### src/sv/biquad_iir_q15_filter_unit_defines.svh
// Assertion macros shared by the biquad filter RTL.
// Depends on a clock named clk and an active-low reset named rst_n in scope.
`ifndef BIQUAD_IIR_Q15_FILTER_UNIT_DEFINES_SVH
`define BIQUAD_IIR_Q15_FILTER_UNIT_DEFINES_SVH

// Concurrent check sampled on clk and disabled while reset is asserted.
`define BIQ_ASSERT(label, prop, msg) \
  label: assert property (@(posedge clk) disable iff (!rst_n) (prop)) else $error(msg);

// Concurrent check that also holds during reset.
`define BIQ_ASSERT_ALWAYS(label, prop, msg) \
  label: assert property (@(posedge clk) (prop)) else $error(msg);

`endif

### src/sv/biq_pkg.sv
// Package for the biquad filter: widths, register indexes, reset coefficients.
// Used by every module of the filter; depends on nothing.
package biq_pkg;

  localparam int SAMPLE_W  = 16;
  localparam int PROD_W    = 32;
  localparam int TERM_W    = 17;
  localparam int ACC_W     = 20;
  localparam int NUM_COEFS = 5;
  localparam int CFG_IDX_W = 3;

  localparam logic [CFG_IDX_W-1:0] CFG_B0 = 3'd0;
  localparam logic [CFG_IDX_W-1:0] CFG_B1 = 3'd1;
  localparam logic [CFG_IDX_W-1:0] CFG_B2 = 3'd2;
  localparam logic [CFG_IDX_W-1:0] CFG_A1 = 3'd3;
  localparam logic [CFG_IDX_W-1:0] CFG_A2 = 3'd4;

  localparam logic signed [SAMPLE_W-1:0] RST_B0 = 16'sh10C8;
  localparam logic signed [SAMPLE_W-1:0] RST_B1 = 16'sh2190;
  localparam logic signed [SAMPLE_W-1:0] RST_B2 = 16'sh10C8;
  localparam logic signed [SAMPLE_W-1:0] RST_A1 = 16'sh5FB7;
  localparam logic signed [SAMPLE_W-1:0] RST_A2 = 16'shDD28;

  localparam logic signed [PROD_W-1:0] ROUND_ADD = 32'sd16384;
  localparam logic signed [ACC_W-1:0]  CLIP_MAX  = 20'sd32767;
  localparam logic signed [ACC_W-1:0]  CLIP_MIN  = -20'sd32767;

  typedef logic signed [SAMPLE_W-1:0] sample_t;
  typedef logic signed [TERM_W-1:0]   term_t;
  typedef logic signed [ACC_W-1:0]    acc_t;

  typedef struct packed {
    sample_t b0;
    sample_t b1;
    sample_t b2;
    sample_t a1;
    sample_t a2;
  } coef_set_t;

  typedef struct packed {
    sample_t in_hist1;
    sample_t in_hist2;
    sample_t out_hist1;
    sample_t out_hist2;
  } hist_t;

  function automatic acc_t sext_term(input term_t t);
    return {{(ACC_W-TERM_W){t[TERM_W-1]}}, t};
  endfunction

endpackage

### src/sv/biq_tap.sv
// One filter tap: Q15 product with round-half-up and a sticky LSB.
// Depends on biq_pkg.
module biq_tap (
  input  biq_pkg::sample_t coef,
  input  biq_pkg::sample_t sample,
  output biq_pkg::term_t   term
);
  import biq_pkg::*;

  logic signed [PROD_W-1:0] prod;
  logic signed [PROD_W-1:0] rnd;
  logic                     sticky;

  assign prod   = coef * sample;
  assign rnd    = prod + ROUND_ADD;
  assign sticky = |rnd[14:0];
  assign term   = {rnd[PROD_W-1:16], rnd[15] | sticky};

endmodule

### src/sv/biq_datapath.sv
// Five taps, their sum and the symmetric clip of one filter output sample.
// Depends on biq_pkg and biq_tap.
module biq_datapath (
  input  biq_pkg::coef_set_t coefs,
  input  biq_pkg::hist_t     hist,
  input  biq_pkg::sample_t   x,
  output biq_pkg::sample_t   y
);
  import biq_pkg::*;

  term_t t_b0, t_b1, t_b2, t_a1, t_a2;
  acc_t  acc;

  biq_tap u_tap_b0 (.coef(coefs.b0), .sample(x),              .term(t_b0));
  biq_tap u_tap_b1 (.coef(coefs.b1), .sample(hist.in_hist1),  .term(t_b1));
  biq_tap u_tap_b2 (.coef(coefs.b2), .sample(hist.in_hist2),  .term(t_b2));
  biq_tap u_tap_a1 (.coef(coefs.a1), .sample(hist.out_hist1), .term(t_a1));
  biq_tap u_tap_a2 (.coef(coefs.a2), .sample(hist.out_hist2), .term(t_a2));

  assign acc = sext_term(t_b0) + sext_term(t_b1) + sext_term(t_b2)
             + sext_term(t_a1) + sext_term(t_a2);

  always_comb begin
    priority if (acc > CLIP_MAX) begin
      y = CLIP_MAX[SAMPLE_W-1:0];
    end else if (acc < CLIP_MIN) begin
      y = CLIP_MIN[SAMPLE_W-1:0];
    end else begin
      y = acc[SAMPLE_W-1:0];
    end
  end

endmodule

### src/sv/biquad_iir_q15_filter_unit.sv
// Top level of the direct-form-I Q15 biquad filter: handshakes, coefficient
// registers, sample history and result register. Depends on biq_pkg, biq_datapath.
//
//  channel | direction | beat carries
//  in_     | slave     | in_tdata[15:0]  = sample_in
//  out_    | master    | out_tdata[15:0] = sample_out
//  cfg_    | slave     | cfg_index[2:0], cfg_data[15:0] = coefficient
//
// A sample passes through the input register and then the result register.
// One sample is accepted per cycle unless the output stalls; the feedback path
// through the five multipliers and the adder tree is combinational.
// Synchronous reset restores the default coefficients and clears the history.
// A stalled output holds the result and backs up only the input register.
module biquad_iir_q15_filter_unit (
  input  logic        clk,
  input  logic        rst_n,
  input  logic        in_tvalid,
  output logic        in_tready,
  input  logic [15:0] in_tdata,   // [15:0] sample_in
  output logic        out_tvalid,
  input  logic        out_tready,
  output logic [15:0] out_tdata,  // [15:0] sample_out
  input  logic        cfg_valid,
  output logic        cfg_ready,
  input  logic [biq_pkg::CFG_IDX_W-1:0] cfg_index,
  input  logic [15:0] cfg_data
);
  import biq_pkg::*;
  `include "biquad_iir_q15_filter_unit_defines.svh"

  coef_set_t coefs_r;
  hist_t     hist_r;
  sample_t   x_r;
  logic      x_valid_r;
  sample_t   y_r;
  logic      y_valid_r;
  sample_t   y_nxt;
  logic      advance;

  assign advance    = x_valid_r && (!y_valid_r || out_tready);
  assign in_tready  = !x_valid_r || advance;
  assign out_tvalid = y_valid_r;
  assign out_tdata  = y_r;
  assign cfg_ready  = 1'b1;

  biq_datapath u_datapath (
    .coefs(coefs_r),
    .hist (hist_r),
    .x    (x_r),
    .y    (y_nxt)
  );

  always_ff @(posedge clk) begin
    if (!rst_n) begin
      coefs_r   <= '{b0: RST_B0, b1: RST_B1, b2: RST_B2, a1: RST_A1, a2: RST_A2};
      hist_r    <= '0;
      x_valid_r <= 1'b0;
      y_valid_r <= 1'b0;
    end else begin
      if (cfg_valid) begin
        unique case (cfg_index)
          CFG_B0:  coefs_r.b0 <= cfg_data;
          CFG_B1:  coefs_r.b1 <= cfg_data;
          CFG_B2:  coefs_r.b2 <= cfg_data;
          CFG_A1:  coefs_r.a1 <= cfg_data;
          CFG_A2:  coefs_r.a2 <= cfg_data;
          default: ;
        endcase
      end
      if (in_tready) begin
        x_valid_r <= in_tvalid;
      end
      if (advance) begin
        y_valid_r        <= 1'b1;
        hist_r.in_hist1  <= x_r;
        hist_r.in_hist2  <= hist_r.in_hist1;
        hist_r.out_hist1 <= y_nxt;
        hist_r.out_hist2 <= hist_r.out_hist1;
      end else if (out_tready) begin
        y_valid_r <= 1'b0;
      end
    end
  end

  always_ff @(posedge clk) begin
    if (in_tready && in_tvalid) begin
      x_r <= in_tdata;
    end
    if (advance) begin
      y_r <= y_nxt;
    end
  end

  `BIQ_ASSERT(a_no_neg_full_scale, out_tvalid |-> (out_tdata != 16'h8000), "output reached -32768")
  `BIQ_ASSERT(a_ready_when_empty, (!y_valid_r) |-> in_tready, "input stalled with empty output")
  `BIQ_ASSERT(a_advance_fills_out, advance |=> out_tvalid, "computed sample not presented")
  `BIQ_ASSERT(a_hist_tracks_out, advance |=> (hist_r.out_hist1 == y_r), "history differs from result")
  `BIQ_ASSERT(a_cfg_b0_write, (cfg_valid && cfg_index == CFG_B0) |=> (coefs_r.b0 == $past(cfg_data)), "b0 write lost")

endmodule

### config.mk
export PLATFORM = sky130hd
export DESIGN_NAME = biquad_iir_q15_filter_unit
export DESIGN_NICKNAME = d
export VERILOG_FILES = /design/src/sv/biq_pkg.sv /design/src/sv/biq_tap.sv /design/src/sv/biq_datapath.sv /design/src/sv/biquad_iir_q15_filter_unit.sv
export VERILOG_INCLUDE_DIRS = /design/src /design/src/sv
export SDC_FILE = /design/constraint.sdc
export NUM_CORES = 2
export LEC_CHECK = 0
export ABC_AREA = 0
export BUFFER_PORTS_ARGS = -buffer_cell sky130_fd_sc_hd__buf_2
export CORE_ASPECT_RATIO = 0.75
export CORE_MARGIN = 2
export CORE_UTILIZATION = 55
export CTS_CLUSTER_DIAMETER = 100
export DETAILED_ROUTE_END_ITERATION = 16
export GPL_ROUTABILITY_DRIVEN = 0
export PLACE_DENSITY = 0.69
export SYNTH_ARGS = -nofsm -noshare
export SYNTH_HDL_FRONTEND = slang
export SYNTH_SLANG_ARGS = --single-unit
### constraint.sdc
create_clock -name clk -period 18.15 [get_ports clk]
set_input_delay 0.9075 -clock clk [delete_from_list [all_inputs] [get_ports clk]]
set_output_delay 0.9075 -clock clk [all_outputs]
set_load 0.005 [all_outputs]
==> out/metrics.yaml <==
wire_per_inst_um: 19.3
fin_crit_sh_pct: 70.2
clk_pin_slew_ps: 80
routed_via_density: 5.46
cts_tree: "built"
synth.top_cell.area_share_pct: 46.7
critPathBufInv: 4
drtAntennaViolNets: 0
synth_most_common_cell: "inv_1"
die_width_um: 379
startpoint_type: "register"
grt_overflow_total: 0
antenna_found_initial: 6
path_depth: 41
path_delay_family: "adder cells"
maxCapViolations: 0
syn_area_per_cell_sq_um: 8.91
setup_viol: 0
clock_path_buffers: 2
ioPinCount: 59
die_y_um: 285
initial_utilization_pct: 55.3
clock-skew-final_ps: 19.8
synth_ff_type: "dfxtp_1"
wl_mm: 151
dp_hpwl_mm: 123
worstMarginPinSlew_ps: 1290
synth.largest_area_cell: "fa_1"
via_count: 42700
reg2regPathDepth: 41
dieArea_sq_mm: 0.108
portBuffers: 57
max_freq_mhz: 78.4
grt_setup_unrepaired: "no"
final_nets: 8209
numCtsBuffers: 17
htree_levels: 4
rr_endpoint: "out_tdata[10]"
place_ws_ps: 5470
syn-num-nets: 8336
grt_pass1_vias: 45300
crit_path_top_delay_cell: "dfxtp_1"
timing.final.hold_violations: 0
cts_root_buffer: "clkbuf_16"
relSlewSlack_pct: 13.6
critPathKind: "reg -> reg"
yosysSeqAreaShare_pct: 6.69
fin_ws_ps: 5400
grt_pass1_wl_mm: 251
r2r_start: "coefs_r[43]"
fp.coreArea_sq_mm: 0.105
area_growth_pct: 3.51
worstHoldPathType: "reg -> reg"
clk_latency_ps: 520
cpMostUsedCell: "fa_1"
drc: 0
cp-end-kind: "register"
ctsHoldBuffers: 0
timing.setup.tns_ps: 0
drv_slew: 0
startpoint: "coefs_r[43]"
run_status: "finished clean"
synth_top_cells_by_count: "inv_1, fa_1, nand2_1"
synth_edf_count: 32
synth_cells: 6508
antenna_cells: 0
grt_max_degree: 96
post-route-min-period_ps: 12750
cp_data_required_time_ps: 18420
syn_area_sq_mm: 0.0580
yosys_warnings: 0
drt_iter0_drc: 3662
synthArstFlopShare_pct: 0
synth.distinct_cells: 81
fillers: 9379
cts-resized-gates: 0
critical_path.max_stage_delay_ps: 770
post-cts-setup-buffers: 0
cts.sink_count: 178
r2r_setup_slack_ps: 5400
ys_ff_latch: 178
crit_end: "out_tdata[10]"
grt.total_usage_pct: 29.8
firstDrtPassIters: 5
crit_fanout: 17
cp.arrival_ps: 13020
drive_gt1_share_pct: 2.52
num_rows: 103
synth_area_leaders: "fa_1, inv_1, ha_1, nand2_1, and2_1"
-- worst register-to-register path, delay by kind of cell, from the launching register on --
family | cells | cell delay (ps)
adders and majority gates | 12 | 5220
xor gates and xnor gates | 2 | 450
AOI/OAI and AO/OA | 16 | 4020
and+or+nand+nor | 7 | 1850
DFF | 1 | 770
buffers and inverters | 4 | 200
-- layout by cell type (no fill, tap or decap), types with 77 or more instances in the layout --
cell,instances
nand2b_1,77
fa_1,1353
xnor2_1,119
inv_1,1519
nand2_1,1054
dfxtp_1,146
o21ai_0,79
a21boi_0,103
nor2_1,147
and2_1,509
a21oi_1,145
nand3_1,82
ha_1,435
-- stage by stage --
stage	util (%)	instance area, sq um	hold slack, ps	instances
final	57.2	60000	471	7811
after global routing	57.2	60000	487	7811
after CTS	57.2	60000	471	7811
after detailed placement	56.7	59400	460	7779
after global placement	56.7	59400	455	7779
after floorplan	-	58000	486	6508
-- cell families (layout without fill, tap and decap cells) --
kind of cell | Yosys count | after routing | share of synthesized area [%]
AOI/OAI and AO/OA | 576 | 576 | 6.65
xor gates and xnor gates | 170 | 170 | 2.57
adders and majority gates | 1788 | 1788 | 56.1
buffers and inverters | 1764 | 1650 | 11.4
DFF | 178 | 178 | 6.69
muxes | 5 | 5 | 0.0884
other | 1 | 1 | 0.00646
and+or+nand+nor | 2026 | 2026 | 16.5
-- final cells by class --
class / count / area [sq um] / share of cell area (%)
Timing Repair Buffer: 95 / 573 / 0.954
Inverter: 1523 / 5720 / 9.52
Multi-Input combinational cell: 4566 / 47500 / 79.1
Tap cell: 1417 / 1770 / 2.95
Clock buffer: 17 / 425 / 0.708
Sequential cell: 178 / 3880 / 6.47
Clock inverter: 15 / 174 / 0.290
-- metal layers --
metal | GRT usage [%] | vias up | routed length, um
met1 | 44.4 | 21700 | 67100
met4 | 7.17 | 8 | 3740
li1 | - | 19100 | -
met5 | 0 | - | 48
met3 | 6.62 | 216 | 15400
met2 | 44.4 | 1723 | 64800
-- state kept, by name (all words and copies together), names as in the netlist --
register    count
coefs_r        80
out_tvalid      1
out_tdata      16
x_valid_r       1
x_r            16
hist_r         64
-- how the worst min path moves through the flow --
stage / end / start / cells past startpoint / slack (ps)
6_report: hist_r[14] / hist_r[14] / 2 / 470
5_1_grt: hist_r[14] / hist_r[14] / 2 / 490
4_1_cts: hist_r[14] / hist_r[14] / 2 / 470
3_5_place_dp: hist_r[14] / hist_r[14] / 2 / 460
3_3_place_gp: hist_r[14] / hist_r[14] / 2 / 460
2_1_floorplan: out_tvalid / x_valid_r / 1 / 490
Power is not shown: default switching activity piles up to over one toggle a cycle in this logic, so the estimate is an artifact.
